**config.mk**
```make
export PLATFORM = sky130hd
export DESIGN_NAME = q2r_round
export DESIGN_NICKNAME = d
export VERILOG_FILES = /design/src/rtl/q2r_pkg.sv /design/src/rtl/q2r_round.sv
export SDC_FILE = /design/constraint.sdc
export NUM_CORES = 1
export LEC_CHECK = 0
export BUFFER_PORTS_ARGS = -buffer_cell sky130_fd_sc_hd__clkbuf_2
export CAP_MARGIN = 20
export CORE_ASPECT_RATIO = 2
export CORE_MARGIN = 1.5
export CORE_UTILIZATION = 42
export DETAILED_ROUTE_END_ITERATION = 7
export PLACE_DENSITY = 0.84
export SLEW_MARGIN = 30
export SYNTH_ARGS = -nofsm -noshare
export SYNTH_HDL_FRONTEND = slang
export SYNTH_SLANG_ARGS = --single-unit
```
**constraint.sdc**
```tcl
create_clock -name clk_i -period 1.9 [get_ports clk_i]
set_input_delay 0 -clock clk_i [delete_from_list [all_inputs] [get_ports clk_i]]
set_output_delay 0 -clock clk_i [all_outputs]
set_load 0.1 [all_outputs]
```
**src/rtl/q2r_pkg.sv**
```systemverilog
// Types and constants for the quaternion-to-rotation-matrix datapath.
// No dependencies; used by the round stage, the top level and the checker.
package q2r_pkg;

  localparam int QUAT_W  = 16;
  localparam int PROD_W  = 2 * QUAT_W;
  localparam int MAT_W   = 18;
  localparam int LATENCY = 3;

  typedef logic signed [QUAT_W-1:0] quat_t;
  typedef logic signed [PROD_W-1:0] prod_t;
  typedef logic signed [MAT_W-1:0]  mat_t;

  localparam mat_t MAT_MAX = 18'sh1FFFF;
  localparam mat_t MAT_MIN = 18'sh20000;

  // Nine of the distinct component products of one quaternion (all but ww).
  typedef struct packed {
    prod_t xx;
    prod_t yy;
    prod_t zz;
    prod_t xy;
    prod_t xz;
    prod_t yz;
    prod_t xw;
    prod_t yw;
    prod_t zw;
  } prod_set_t;

  function automatic prod_t qmul(quat_t a, quat_t b);
    prod_t ea;
    prod_t eb;
    ea = {{(PROD_W-QUAT_W){a[QUAT_W-1]}}, a};
    eb = {{(PROD_W-QUAT_W){b[QUAT_W-1]}}, b};
    return ea * eb;
  endfunction

endpackage

```
**src/rtl/q2r_round.sv**
```systemverilog
// Registered round-half-up and saturate from 2*FRAC_BITS to FRAC_BITS fraction bits.
// Depends on q2r_pkg for the result type and its bounds.
module q2r_round import q2r_pkg::*; #(
  parameter int FRAC_BITS = 14,
  parameter int SUM_W     = 35
) (
  input  logic                    clk_i,
  input  logic                    en_i,
  input  logic signed [SUM_W-1:0] sum_i,
  output mat_t                    mat_o
);

  localparam int SH_W = SUM_W - FRAC_BITS;
  localparam logic signed [SUM_W-1:0] HALF = SUM_W'(1) << (FRAC_BITS - 1);
  localparam logic signed [SH_W-1:0] SAT_HI = {{(SH_W-MAT_W){MAT_MAX[MAT_W-1]}}, MAT_MAX};
  localparam logic signed [SH_W-1:0] SAT_LO = {{(SH_W-MAT_W){MAT_MIN[MAT_W-1]}}, MAT_MIN};

  logic signed [SUM_W-1:0] rnd;
  logic signed [SH_W-1:0]  sh;
  mat_t                    mat_d;
  mat_t                    mat_q;

  always_comb begin
    rnd = sum_i + HALF;
    // floor after the half-LSB bias gives round half up
    sh  = rnd[SUM_W-1:FRAC_BITS];
    if (sh > SAT_HI) begin
      mat_d = MAT_MAX;
    end else if (sh < SAT_LO) begin
      mat_d = MAT_MIN;
    end else begin
      mat_d = sh[MAT_W-1:0];
    end
  end

  always_ff @(posedge clk_i) begin
    if (en_i) begin
      mat_q <= mat_d;
    end
  end

  assign mat_o = mat_q;

endmodule

```
==> out/qor.txt, run 1 <==
status: finished clean
Tcrit/Tclk final: 0.932
area of the multi-input gates: 641 µm²
Worst-Margin Slew: 0.537 ns
drt pass-1 iters: 5
CTS tree: yes
RD Place Congestion: 0.879
hold buffer count at cts: 0
Final Max Tran Viols: 0
Max-slew headroom: 0.639
most frequent cells in the layout: 41 x clkbuf_2, 27 x buf_4, 18 x edfxtp_1, 14 x a22oi_1
Static Leak: 0.714 nW
DRC Markers: 0
ANT nets after route: 0
routing usage on met2: 0.402
Hold Vio Cnt, Final: 0
syn_nets: 159
Largest register FFs: 18
GR Overflow Total: 0
WL per Instance: 15.5 µm
CP arrival: 1.75 ns
kind of critical path: in -> reg
post-synthesis cell count: 121
DP Area: 1680 µm²
area delta synth->final: 39.6%
Filler cells: 231
Final setup viols: 0
die area: 3290 µm²
initial drt markers: 59
Min Hold Slack: 0.219 ns
pin count of the biggest net entering global routing: 19
clk slew on worst S/H paths: 0.06 ns
Yosys cell types: 34
via count: 1309
met1 global-route usage: 0.255
GRT met3 Usage: 0.0223
Post-Syn Area: 1230 µm²
cts repair resizes: 0
crit path max fanout: 17
YS warnings: 0
TritonCTS buffer count: 3
CTS root buf: clkbuf_8
area share of the largest cell type after synthesis: 0.438
Req. time, crit path: 1.88 ns
chip width: 41.3 µm
vias per cell: 6.00
Setup Buffers After CTS: 0
fmax: 565 MHz
num rows: 27
GRT busiest layer: met2
post-route cell area: 1720 µm²
CP Launch Type: primary input
Avg Cell Area, Syn: 10.2 µm²
initial antenna violation count: 0
Synth area leader: edfxtp_1
min cycle time layout: 1.77 ns
Tot GR Track Use: 0.234
Seq/Total Area, Yosys: 0.438
Port Buffer Count: 41
pwr/cell area: 735 nW/µm²
# nets final: 229
core area: 2770 µm²
top cells by area, synth: edfxtp_1 44%, a22oi_1 8.5%, xnor2_1 4.3%
htree depth: 1
first-pass GRT wire length: 5520 µm
CTS sink count: 18
FF+latch area: 541 µm²
initial core utilization: 0.445
Die H: 79.6 µm
max cap viols: 0
Seq cells post-synth: 18
Final HPWL DP: 2820 µm
final wirelength: 3380 µm
Ant. Diodes: 0
share of layout cells above drive strength 1: 0.418
commonest non-fill, non-tap cell in the layout: clkbuf_2
IO Pins: 55
clock tree buffer depth: 2
Hold Crit Class: in -> reg
unrepaired setup endpoints after global routing: no
Max VDD drop: 0.315 mV
nature of the critical path endpoint: register
vias in the first global route: 1308
-- cells in the mapped netlist (all sizes together) --
library cell / instances
nor3: 5
ha: 1
xnor2: 6
o211ai: 4
o21ai: 4
nand4: 5
buf: 4
and4: 1
or3b: 1
o21a: 2
a31oi: 1
nand3: 10
mux2: 1
a22oi: 15
nor4b: 1
nor4: 2
inv: 4
nor2: 8
or4: 4
a31o: 1
nand2: 9
clkbuf: 1
xor2: 6
and3: 2
o2111ai: 2
edfxtp: 18
a21o: 1
nand4b: 1
or3: 1
-- area by class of cell --
class	instances	area share
Multi-Input combinational cell	94	0.372
Sequential cell	18	0.314
Timing Repair Buffer	70	0.260
Clock buffer	3	0.0240
Tap cell	29	0.0211
Inverter	4	0.00872
-- power breakdown --
group / internal [W] / total, W / leakage (nW) / switching, W
clock: 0.000140 / 0.000253 / 0.0216 / 0.000113
sequential: 0.000485 / 0.000494 / 0.176 / 0.00000895
combinational: 0.000121 / 0.000518 / 0.517 / 0.000397
-- metrics by stage --
| stage | utilization | worst slack (ns) | setup TNS [ns] | std cells | total power, W |
|---|---|---|---|---|---|
| 3_3_place_gp | 0.607 | -0.0232 | -0.168 | 215 | 0.00100 |
| 5_1_grt | 0.622 | 0.0320 | 0 | 218 | 0.00131 |
| 2_1_floorplan | - | 0.0713 | 0 | 121 | 0.000877 |
| 3_5_place_dp | 0.607 | -0.131 | -1.78 | 215 | 0.00102 |
| 4_1_cts | 0.622 | 0.130 | 0 | 218 | 0.00126 |
| 6_report | 0.622 | 0.129 | 0 | 218 | 0.00126 |
-- cells by family after synthesis --
| family | share of synthesized area |
|---|---|
| muxes | 0.0122 |
| DFF | 0.438 |
| AOI/OAI and AO/OA | 0.192 |
| adders and majority gates | 0.0101 |
| buffers and inverters | 0.0426 |
| and+or+nand+nor | 0.220 |
| xor gates and xnor gates | 0.0852 |
-- final timing paths --
kind | endpoint | cells after the start | slack, ns | startpoint
worst max-delay path | mat_o[15] | 8 | 0.13 | sum_i[14]
worst min-delay path | mat_o[16] | 3 | 0.22 | sum_i[30]
-- layer usage --
layer	wire length, µm	part of all wire	vias to the layer above
met3	176	0.052	18
li1	-	-	618
met2	1890	0.56	64
met5	0	0	-
met1	1160	0.34	609
met4	150	0.044	0
-- worst max-delay path, stage by stage --
cell and delay (ns):
clkbuf_2 0.11, ha_1 0.23, nand4_1 0.16, or4_1 0.50
and3_1 0.25, a22oi_4 0.22, buf_12 0.17, o211ai_1 0.11
Power figures use the tool's default switching activity.
==> inputs of run 2 (changes only) <==
--- a/config.mk
+++ b/config.mk
@@ -11,6 +11,7 @@
 export CORE_MARGIN = 1.5
 export CORE_UTILIZATION = 42
 export DETAILED_ROUTE_END_ITERATION = 7
+export MAX_ROUTING_LAYER = met4
 export PLACE_DENSITY = 0.84
 export SLEW_MARGIN = 30
 export SYNTH_ARGS = -nofsm -noshare
==> out/qor.txt, run 2 (synthesis results as in run 1) <==
dpl cells: 215 (unchanged)
die area: 3290 µm² (unchanged)
TritonCTS buffer count: 3 (unchanged)
unrepaired setup endpoints after global routing: no
final core utilization: 0.624 (+0.00271)
Hold Crit Class: in -> reg
Final setup viols: 0 (unchanged)
htree depth: 1 (unchanged)
Ant. Diodes: 0 (unchanged)
chip width: 41.3 µm (unchanged)
hold buffer count at cts: 0 (unchanged)
initial core utilization: 0.445 (unchanged)
GRT met3 Usage: 0.0251 (+0.00279)
most frequent cells in the layout: 41 x clkbuf_2, 27 x buf_4, 18 x edfxtp_1, 14 x a22oi_1
status: finished clean
area delta synth->final: 40.2%
overall power: 0.00128 W (+0.96%)
kind of critical path: in -> reg
Final Max Tran Viols: 0 (unchanged)
Tot GR Track Use: 0.225 (-0.00907)
core area: 2770 µm² (unchanged)
initial drt markers: 50 (-15%)
WL per Instance: 14.8 µm (-4.8%)
clk slew on worst S/H paths: 0.07 ns (about the same)
clock tree buffer depth: 2 (unchanged)
pwr/cell area: 738 nW/µm² (+0.52%)
num rows: 27 (unchanged)
min cycle time layout: 1.74 ns (-0.0266 ns)
min-delay src: sum_i[30]
max cap viols: 0 (unchanged)
Largest register FFs: 18 (unchanged)
CTS sink count: 18 (unchanged)
post-route cell area: 1730 µm² (+0.44%)
Static Leak: 0.717 nW (+0.45%)
share of layout cells above drive strength 1: 0.421 (+0.00306)
initial antenna violation count: 0 (unchanged)
via count: 1297 (-0.92%)
CTS tree: yes
vias per cell: 5.92 (-1.4%)
ANT nets after route: 0 (unchanged)
Max VDD drop: 0.300 mV (-5.0%)
RD Place Congestion: 0.936 (+6.4%)
GRT busiest layer: met2
GR Overflow Total: 0 (unchanged)
IO Pins: 55 (unchanged)
vias in the first global route: 1171 (-10%)
routing usage on met2: 0.359 (-0.0422)
Filler cells: 219 (-5.2%)
Hold Path Depth: 3 (unchanged)
Die H: 79.6 µm (unchanged)
CTS root buf: clkbuf_8
fmax: 573 MHz (+1.5%)
crit path max fanout: 14 (-3)
first-pass GRT wire length: 5110 µm (-7.5%)
Hold EP: mat_o[16]
drt pass-1 iters: 4 (-1)
CP Launch Type: primary input
Port Buffer Count: 41 (unchanged)
pin count of the biggest net entering global routing: 19 (unchanged)
Final HPWL DP: 2560 µm (-9.1%)
Hold Vio Cnt, Final: 0 (unchanged)
commonest non-fill, non-tap cell in the layout: clkbuf_2
# nets final: 229 (unchanged)
CP arrival: 1.83 ns (+0.08 ns)
Tcrit/Tclk final: 0.918 (-0.0140)
met1 global-route usage: 0.259 (+0.00313)
nature of the critical path endpoint: register
Final Non-Filler Cells: 219 (+0.46%)
Worst-Margin Slew: 0.543 ns (+0.00631 ns)
final wirelength: 3230 µm (-4.4%)
Req. time, crit path: 1.98 ns (+0.10 ns)
Max-slew headroom: 0.639 (about the same)
DRC Markers: 0 (unchanged)
DP Area: 1680 µm² (unchanged)
## run 2: worst max-delay path by stage
stage	from	end	slack, ns
4_1_cts	sum_i[14]	mat_o[1]	0.17
5_1_grt	sum_i[14]	mat_o[1]	0.03
3_3_place_gp	sum_i[14]	mat_o[15]	-0.02
2_1_floorplan	sum_i[13]	mat_o[10]	0.07
3_5_place_dp	sum_i[14]	mat_o[1]	-0.08
6_report	sum_i[14]	mat_o[1]	0.16
## run 2: layer usage
layer  part of all wire  routed length (µm)  vias to the layer above
li1                   -                   -                      617
met5                  0                   0                        -
met1               0.36                1150                      602
met3              0.063                 202                       10
met4              0.031                 101                        0
met2               0.55                1780                       68
## run 2: cell type report
type                    count  area (µm²)  area share
inverters                   4        15.0     0.00868
flip-flops and latches     18         541       0.313
clock buffers               3        41.3      0.0239
well taps                  29        36.3      0.0210
multi-input cells          94         644       0.373
repair buffers             70         448       0.259
clock inverters             1        3.75     0.00217
## run 2: stage by stage
| step | hold WS [ns] | TNS, ns | setup slack (ns) |
|---|---|---|---|
| CTS | 0.195 | 0 | 0.168 |
| global placement | 0.453 | -0.0875 | -0.0189 |
| floorplan | 0.112 | 0 | 0.0713 |
| detailed placement | 0.454 | -1.01 | -0.0824 |
| finish | 0.200 | 0 | 0.156 |
| global route | 0.218 | 0 | 0.0333 |
## run 2: repair_timing
item / 4_1_cts / 5_1_grt
buffers inserted: 0 / 0
setup endpoints to repair: 0 / 1
resized for setup: 0 / 1
## run 2: where the power goes
group          leakage (nW)  total [W]  internal, W  switching [W]
registers             0.176   0.000493     0.000485     0.00000879
clock network        0.0231   0.000266     0.000144       0.000123
logic                 0.518   0.000517     0.000121       0.000396
## run 2: critical path, stage by stage
cell and delay, ns:
clkbuf_2 0.12, ha_1 0.21, nand4_1 0.20, or4_4 0.48
buf_4 0.16, o21ai_1 0.16, nand3_1 0.10, buf_4 0.19
a22oi_1 0.21
